===== config.mk =====
export PLATFORM = sky130hd
export DESIGN_NAME = dpfsm_resq
export DESIGN_NICKNAME = d
export VERILOG_FILES = /design/src/rtl/dpfsm_pkg.sv /design/src/rtl/dpfsm_resq.sv
export SDC_FILE = /design/constraint.sdc
export NUM_CORES = 1
export LEC_CHECK = 0
export BUFFER_PORTS_ARGS = -buffer_cell sky130_fd_sc_hd__buf_2
export CORE_ASPECT_RATIO = 0.75
export CORE_UTILIZATION = 51
export DETAILED_ROUTE_END_ITERATION = 10
export GPL_TIMING_DRIVEN = 0
export PLACE_DENSITY_LB_ADDON = 0.12
export SYNTH_ARGS = -nofsm -noshare
export SYNTH_HDL_FRONTEND = slang
export SYNTH_SLANG_ARGS = --single-unit

===== constraint.sdc =====
create_clock -name clk -period 2.4 [get_ports clk]
set_input_delay 0.24 -clock clk [delete_from_list [all_inputs] [get_ports clk]]
set_output_delay 0.24 -clock clk [all_outputs]
set_load 0.02 [all_outputs]

===== src/rtl/dpfsm_pkg.sv =====
// Shared constants, item type and lane functions for the data-parallel automaton.
`default_nettype none

package dpfsm_pkg;

    localparam int STATE_COUNT   = 16;
    localparam int ALPHABET_SIZE = 256;
    localparam int LANES         = 16;
    localparam int NIB_W         = 4;
    localparam int VEC_W         = LANES * NIB_W;
    localparam int SYM_W         = 8;
    localparam int TABLE_DEPTH   = 1 << SYM_W;

    localparam int IQ_DEPTH = 4;
    localparam int IQ_AW    = $clog2(IQ_DEPTH);
    localparam int RQ_DEPTH = 4;
    localparam int RQ_AW    = $clog2(RQ_DEPTH);

    localparam logic CMD_WRITE = 1'b0;
    localparam logic CMD_DATA  = 1'b1;

    typedef struct packed {
        logic               is_data;
        logic               sym_ok;
        logic               last;
        logic [SYM_W-1:0]   sym;
        logic [VEC_W-1:0]   row;
    } item_t;

    function automatic logic [VEC_W-1:0] identity_vec();
        logic [VEC_W-1:0] v;
        v = '0;
        for (int k = 0; k < LANES; k++)
        begin
            if (k < STATE_COUNT)
            begin
                v[k*NIB_W +: NIB_W] = NIB_W'(k);
            end
        end
        return v;
    endfunction

    // Each lane follows its own current state through the row of the symbol.
    function automatic logic [VEC_W-1:0] step_vec(input logic [VEC_W-1:0] vec,
                                                  input logic [VEC_W-1:0] row);
        logic [VEC_W-1:0] nxt;
        logic [NIB_W-1:0] cur;
        nxt = '0;
        for (int k = 0; k < LANES; k++)
        begin
            cur = vec[k*NIB_W +: NIB_W];
            if (k < STATE_COUNT)
            begin
                nxt[k*NIB_W +: NIB_W] = row[int'(cur)*NIB_W +: NIB_W];
            end
        end
        return nxt;
    endfunction

endpackage

`default_nettype wire


===== src/rtl/dpfsm_resq.sv =====
// Result queue: holds finished state vectors until they are popped.
`default_nettype none

module dpfsm_resq
    import dpfsm_pkg::*;
(
    input  wire logic               clk,
    input  wire logic               rst_n,
    input  wire logic               res_push,
    input  wire logic [VEC_W-1:0]   res_vec,
    output logic [RQ_AW:0]          res_count,
    input  wire logic               pop,
    output logic                    empty,
    output logic [VEC_W-1:0]        final_states
);

    logic [VEC_W-1:0]   rq_mem_reg [RQ_DEPTH];
    logic [RQ_AW-1:0]   wr_ptr_reg, wr_ptr_next;
    logic [RQ_AW-1:0]   rd_ptr_reg, rd_ptr_next;
    logic [RQ_AW:0]     count_reg, count_next;
    logic               do_pop;

    assign empty        = (count_reg == '0);
    assign res_count    = count_reg;
    assign final_states = rq_mem_reg[rd_ptr_reg];
    assign do_pop       = pop & ~empty;

    always_comb
    begin
        wr_ptr_next = res_push ? wr_ptr_reg + 1'b1 : wr_ptr_reg;
        rd_ptr_next = do_pop   ? rd_ptr_reg + 1'b1 : rd_ptr_reg;
        count_next  = count_reg + (RQ_AW+1)'(res_push) - (RQ_AW+1)'(do_pop);
    end

    always_ff @(posedge clk or negedge rst_n)
    begin
        if (!rst_n)
        begin
            wr_ptr_reg <= '0;
            rd_ptr_reg <= '0;
            count_reg  <= '0;
        end
        else
        begin
            wr_ptr_reg <= wr_ptr_next;
            rd_ptr_reg <= rd_ptr_next;
            count_reg  <= count_next;
        end
    end

    always_ff @(posedge clk)
    begin
        if (res_push)
        begin
            rq_mem_reg[wr_ptr_reg] <= res_vec;
        end
    end

endmodule

`default_nettype wire


* Word level (Yosys, flattened, before mapping)
Memories as Yosys holds them, arrays and structs flattened. Cells that the tools add are included.
Word-level totals: output and inout bits 68, logic and storage cells 13, bits in registers 7, memories 1, bits of input ports 68, bits in writable memories 256
Memories:
- rq_mem_reg | depth 4, width 64, read ports 1, clocked after memory_dff 0, write ports 1, line dpfsm_resq.sv:17 | logic [VEC_W-1:0] rq_mem_reg [RQ_DEPTH];
Operators by class: muxes and demuxes 2, $add $sub $neg 4, reductions and logical operators 1, bitwise operators 2
Operators with widths (number):
- adder 2 x 1 -> 2 bit, second input constant | 2
- adder 3 x 1 -> 3 bit | 1
- logical NOT 3 bit | 1
- subtractor 3 x 1 -> 3 bit | 1
- 2-to-1 mux 1 bit | 2
- bitwise AND 1 bit | 1
- inverter 1 bit | 1

* Longest topological paths before layout
Gate-level depths: netlist of run 1.
depth after elaboration 4, gate-level depth with buffers 9, mapped depth without buffers 9

* Worst setup path before layout of run 1
Ideal clock, no wire load.
path kind register -> register, start point reg wr_ptr_reg[0], end point mem rq_mem_reg[2][0] (netlist name) (enable), slack -0.149 ns, data required time 1.971 ns, arrival time 2.120 ns, buffers on the path 0, setup time 0.429 ns, clock period less this slack 2.549 ns, stages on the path, launching flop included 4, cell sequence dfrtp_1 inv_1 ha_1 and2_1
RTL lines:
- start, declared | line dpfsm_resq.sv:18 | logic [RQ_AW-1:0] wr_ptr_reg, wr_ptr_next;
- start signal, assigned | line dpfsm_resq.sv:45 | wr_ptr_reg <= wr_ptr_next;
- end, declared | line dpfsm_resq.sv:17
No word-level cell before the write port.

* Final worst setup path of run 1
start point reg rd_ptr_reg[0], end point out final_states[58]
Between the ends: longest elaborated chain between the ends 1
Ends and longest elaborated chain:
- start, declared | line dpfsm_resq.sv:19 | logic [RQ_AW-1:0] rd_ptr_reg, rd_ptr_next;
- start signal, assigned | line dpfsm_resq.sv:46 | rd_ptr_reg <= rd_ptr_next;
- memory read (4 x 64 bit)
- end, declared | line dpfsm_resq.sv:14 | output logic [VEC_W-1:0] final_states
Every way passes these cells.

==> results of run 1 <==
## path summary, 6_finish.rpt
check,from,end,slack [ps],depth (start not counted)
max in group asynchronous,rst_n,rd_ptr_reg[1]$_DFFE_PN0P_,2120,2
worst min register to register,wr_ptr_reg[0]$_DFFE_PN0P_,wr_ptr_reg[0]$_DFFE_PN0P_,540,1
worst min-delay path,res_push,wr_ptr_reg[0]$_DFFE_PN0P_,30,2
worst max-delay path,rd_ptr_reg[0]$_DFFE_PN0P_,final_states[58],140,4
min in group asynchronous,rst_n,res_count[2]$_DFF_PN0_,120,2
worst max register to register,res_count[1]$_DFF_PN0_,res_count[2]$_DFF_PN0_,180,9
## area by class of cell
| class | instances | area, sq um | area share [%] |
|---|---|---|---|
| Tap cell | 247 | 309.0 | 2.556 |
| Clock inverter | 10 | 71.32 | 0.5899 |
| Inverter | 7 | 26.28 | 0.2173 |
| Timing Repair Buffer | 204 | 1421 | 11.76 |
| Multi-Input combinational cell | 85 | 1645 | 13.61 |
| Buffer | 14 | 105.1 | 0.8694 |
| Clock buffer | 31 | 648.1 | 5.361 |
| Sequential cell | 263 | 7863 | 65.04 |
## cells by family after synthesis
| family | Yosys count | share of synthesized area (%) |
|---|---|---|
| DFF | 263 | 81.65 |
| muxes | 64 | 14.97 |
| buffers and inverters | 21 | 1.364 |
| adders and majority gates | 7 | 0.9875 |
| and+or+nand+nor | 6 | 0.3507 |
| xor gates and xnor gates | 5 | 0.4548 |
| AOI/OAI and AO/OA | 3 | 0.2209 |
## critical path, delay by kind of cell, from the launching register on
kind / cells / cell delay, ps
buffers and inverters: 3 / 590
DFF: 1 / 380
muxes: 1 / 550
## metal layers
metal,up-vias,global-route usage (%)
li1,2037,-
met1,2285,24.42
met2,112,29.44
met3,20,3.862
met4,0,4.286
met5,-,0
## per-stage QoR
stage / util (%) / hold slack [ps] / setup TNS (ps) / std cells / total power (W)
detailed placement: 57.92 / 86.40 / 0 / 755 / 0.01119
global placement: 57.38 / 79.62 / -17700 / 751 / 0.01102
CTS: 65.32 / 10.22 / 0 / 861 / 0.01477
finish: 65.32 / 29.62 / 0 / 861 / 0.01456
global route: 65.32 / 35.51 / 0 / 861 / 0.01525
floorplan: - / -55.59 / 0 / 369 / 0.009593
## power by group
part	internal (W)	leakage [nW]	total [W]	switching, W
clock network	0.00200	0.351	0.00350	0.00150
logic	0.00205	1.44	0.00484	0.00279
registers	0.00601	2.43	0.00622	0.000212
## cells in the final DEF (no fill, tap or decap), drive strengths merged
| cell type | netlist | layout |
|---|---|---|
| clkbuf | 1 | 32 |
| inv | 7 | 7 |
| dfrtp | 7 | 7 |
| edfxtp | 256 | 256 |
| and2 | 4 | 4 |
| fa | 1 | 1 |
| ha | 6 | 6 |
| xnor2 | 4 | 4 |
| clkinv | 0 | 9 |
| o31ai | 1 | 1 |
| o21ai | 1 | 1 |
| nand2 | 1 | 1 |
| nor3 | 1 | 1 |
| mux4 | 64 | 64 |
| bufinv | 0 | 1 |
| o311ai | 1 | 1 |
| buf | 13 | 152 |
| xor2 | 1 | 1 |
| dlygate4sd3 | 0 | 65 |
## what timing repair did
action / in CTS / in global routing
setup endpoints to repair: 0 / 0
resized for setup: 0 / 0
hold endpoints to repair: 263 / 0
hold buffers: 65 / 0
==> reports/summary.txt, run 1 <==
outcome = finished clean
CTS clk-pin slew, worst paths = 60 ps
Slew @ Worst Pin = 666.1 ps
CP startpoint kind = flop
clk_lat worst skew = 500 ps
Tcrit/Tclk final = 94.14%
largest net degree at the start of global routing = 42
Die Wd = 160.7 microns
M1 WL = 7371 microns
Worst path most repeated cell = buf_6
Setup WS pre-CTS = 180.9 ps
minimum clock period = 2259 ps
Syn-to-layout area delta = 25.55%
Residual DRC = 0
Total GRT Usage = 17.78%
TritonCTS clock tree = done
setup violators final = 0
post-synthesis sequential area ratio = 81.65%
Most used DFF post-synth = edfxtp_1
H-Tree Depth = 1
clk sinks = 263
number of nets with antenna violations after routing = 0
placed cell areas = 10720 sq um
nets = 675
Initial Util = 52.03%
Mapped Cells = 369
TritonRoute pass-1 iters = 4
Finished Cell Area = 12090 sq um
vias in the first global route = 4759
Synth Net Count = 444
flop and latch count out of synthesis = 263
# port buffers = 135
Max Clock Skew = 14.72 ps
Post-CTS Setup Bufs = 0
global-route wire length before repair = 25860 microns
I/O pins = 136
Vias = 4454
root buf cell = clkbuf_16
Post-synth EDFFs = 256
layout cells sized above 1 = 40.55%
Largest register FFs = 256
WL final = 16540 microns
DR WL/cell = 19.21 microns
CP Cell Sequence = buf_6 > buf_6 > mux4_2 > buf_2
CP endpoint kind = primary output
RSZ-0062 raised after global routing = no
total gr overflow = 0
placer congestion estimate = 0.6757
post-route setup slack = 140.6 ps
Crit Path Max Fanout = 10
core area = 18510 sq um
DP HPWL = 9904 microns
CP Class = flop to primary output
syn avg cell area = 26.10 sq um
Pleak = 4.226 nW
Slew HR = 55.60%
DIE AREA = 19440 sq um
row count = 43
ys async rst share = 2.662%
final hold vios = 0
Area contributors post-synth = edfxtp_1 (80%), mux4_2 (15%), dfrtp_1 (1.8%)
Netlist Area Pre-Place = 9629 sq um
yosys warns = 0
CP required = 2160 ps
vias per std cell = 5.173
antenna violations before repair = 0
number of diodes = 0
cell with the most instances after synthesis = edfxtp_1
VDD IR max = 0.5649 mV
CTS Buffer Depth = 3
max-cap viol count = 0
max incr delay on CP = 550 ps
max-slew violations = 0
number of fill cells = 1271
maximum operating frequency = 0.4426 GHz
Crit-path slowest cell = mux4_2
DR top layer = met4
DIE HEIGHT = 121 microns
Post-synth top cells = edfxtp_1 (256), mux4_2 (64), dfrtp_1 (7), inv_1 (7)
post-synth top area cell = edfxtp_1
CP Data Arrival Time = 2020 ps
power per cell area = 1204 nW/um^2
Synth cell types = 18
DR iter-0 viols = 231
worst hold path class = input pin to flop
Yosys top cell area share = 79.83%
Num CTS Buffers = 25
Detail Route met3 WL = 854 microns
routed wl met2 = 8052 microns
Note: power is estimated with default switching activity, not from simulation.
==> run 2, diff against run 1 <==
BUFFER_PORTS_ARGS = -buffer_cell sky130_fd_sc_hd__buf_4   (was -buffer_cell sky130_fd_sc_hd__buf_2)
==> run 2 against run 1 <==
Via count is 0.65% higher. Sequential cell count stayed put. Final cell count rose by 0.93%. First-iteration DRC count shrank 2.6%. Die area stayed put. Critical endpoint is now final_states[48]. Largest power group unchanged.
==> reports/summary.txt, run 2 (synthesis results as in run 1) <==
outcome = finished clean
vias in the first global route = 4963
Final Power = 0.01532 W
TritonRoute pass-1 iters = 4
Initial Util = 52.03%
layout cells sized above 1 = 41.64%
CP required = 2160 ps
row count = 43
CTS clk-pin slew, worst paths = 60 ps
core area = 18510 sq um
Buf+Inv Stages, Crit Path = 3
post-route setup slack = 121.9 ps
R2R cell count = 9
max-slew violations = 0
final hold vios = 0
Crit Path Max Fanout = 10
max-cap viol count = 0
Slew HR = 56.71%
RSZ-0062 raised after global routing = no
reg2reg setup slack = 210 ps
number of diodes = 0
global-route wire length before repair = 26990 microns
I/O pins = 136
antenna violations before repair = 0
Worst path most repeated cell = buf_6
hold_sp = pop
CP Class = flop to primary output
minimum clock period = 2278 ps
DP HPWL = 10010 microns
nets = 677
commonest non-fill, non-tap cell in the layout = edfxtp_1
CTS Buffer Depth = 3
CP delay by family, top = buffers and inverters
Crit-path slowest cell = mux4_2
max incr delay on CP = 540 ps
Total GRT Usage = 18.46%
DR WL/cell = 19.73 microns
vias per std cell = 5.159
H-Tree Depth = 1
Residual DRC = 0
Tcrit/Tclk final = 94.92%
hold slack = 42.41 ps
WL final = 17150 microns
maximum operating frequency = 0.4390 GHz
DIE AREA = 19440 sq um
Setup WS pre-CTS = 193.8 ps
Vias = 4483
clk sinks = 263
Num CTS Buffers = 26
placer congestion estimate = 0.6841
VDD IR max = 0.7101 mV
largest net degree at the start of global routing = 43
CP endpoint kind = primary output
most frequent cells in the layout = edfxtp_1 (256), buf_4 (137), dlygate4sd3_1 (66)
TritonCTS clock tree = done
DR iter-0 viols = 225
power per cell area = 1222 nW/um^2
r2r startpoint = res_count[1]$_DFF_PN0_
Crit Reg-Reg Endpoint = res_count[2]$_DFF_PN0_
Die Wd = 160.7 microns
Max Clock Skew = 4.486 ps
Slew @ Worst Pin = 649.3 ps
CP Cell Sequence = buf_6 > buf_6 > mux4_2 > buf_4
worst hold path class = input pin to flop
Worst Hold Depth = 3
total gr overflow = 0
Largest register FFs = 256
DIE HEIGHT = 121 microns
CP Data Arrival Time = 2040 ps
# port buffers = 135
setup violators final = 0
CP startpoint kind = flop
clk_lat worst skew = 510 ps
Pleak = 4.404 nW
root buf cell = clkbuf_16
number of nets with antenna violations after routing = 0
Syn-to-layout area delta = 30.20%
worst hold path endpoint = rd_ptr_reg[0]$_DFFE_PN0P_
run 2: report_power, final:
group / leakage, nW / switching [W] / internal [W]
Sequential: 2.43 / 0.000216 / 0.00601
Clock: 0.400 / 0.00159 / 0.00215
Combinational: 1.57 / 0.00284 / 0.00251
Total: 4.40 / 0.00465 / 0.0107
run 2: worst max path at each step:
stage,slack [ps],depth (start not counted),end,start
2_1_floorplan,230,9,res_count[2]$_DFF_PN0_,res_count[1]$_DFF_PN0_
3_3_place_gp,-100,3,rq_mem_reg[0][42]$_DFFE_PP_,wr_ptr_reg[0]$_DFFE_PN0P_
3_5_place_dp,190,9,res_count[2]$_DFF_PN0_,res_count[1]$_DFF_PN0_
4_1_cts,70,4,final_states[48],rd_ptr_reg[0]$_DFFE_PN0P_
5_1_grt,4,4,final_states[48],rd_ptr_reg[0]$_DFFE_PN0P_
6_report,120,4,final_states[48],rd_ptr_reg[0]$_DFFE_PN0P_
run 2: metrics by stage:
| step | utilization (%) | setup TNS (ps) | cell area (sq um) | cells |
|---|---|---|---|---|
| finish | 67.74 | 0 | 12540 | 869 |
| global route | 67.74 | 0 | 12540 | 869 |
| CTS | 67.72 | 0 | 12530 | 869 |
| detailed placement | 59.82 | 0 | 11070 | 755 |
| global placement | 59.20 | -16230 | 10960 | 751 |
| floorplan | - | 0 | 9634 | 369 |
run 2: routing by layer:
layer,global-route usage [%],share of wire (%)
met5,0,0
met2,30.52,50
met4,4.524,1.3
met3,3.554,4.8
met1,25.67,44
run 2: timing repair:
item                                    in CTS  in global routing
hold buffers                                66                  0
hold endpoints to repair                   265                  0
resized for setup                            0                  1
setup buffers                                0                  0
endpoints found under the setup margin       0                  1
run 2: final cells by class:
| type | instances | area [sq um] |
|---|---|---|
| sequential | 263 | 7863 |
| fill | 1222 | 5971 |
| clock inverter | 19 | 117.6 |
| inverter | 7 | 26.28 |
| multi-input combinational | 85 | 1645 |
| clock buffer | 29 | 683.2 |
| timing repair buffer | 205 | 1784 |
| tap | 247 | 309.0 |
| buffer | 14 | 108.9 |
run 2: tightest hold or removal path, stage by stage:
cell and delay [ps]:
buf_4 110, o31ai_1 90, xnor2_1 70
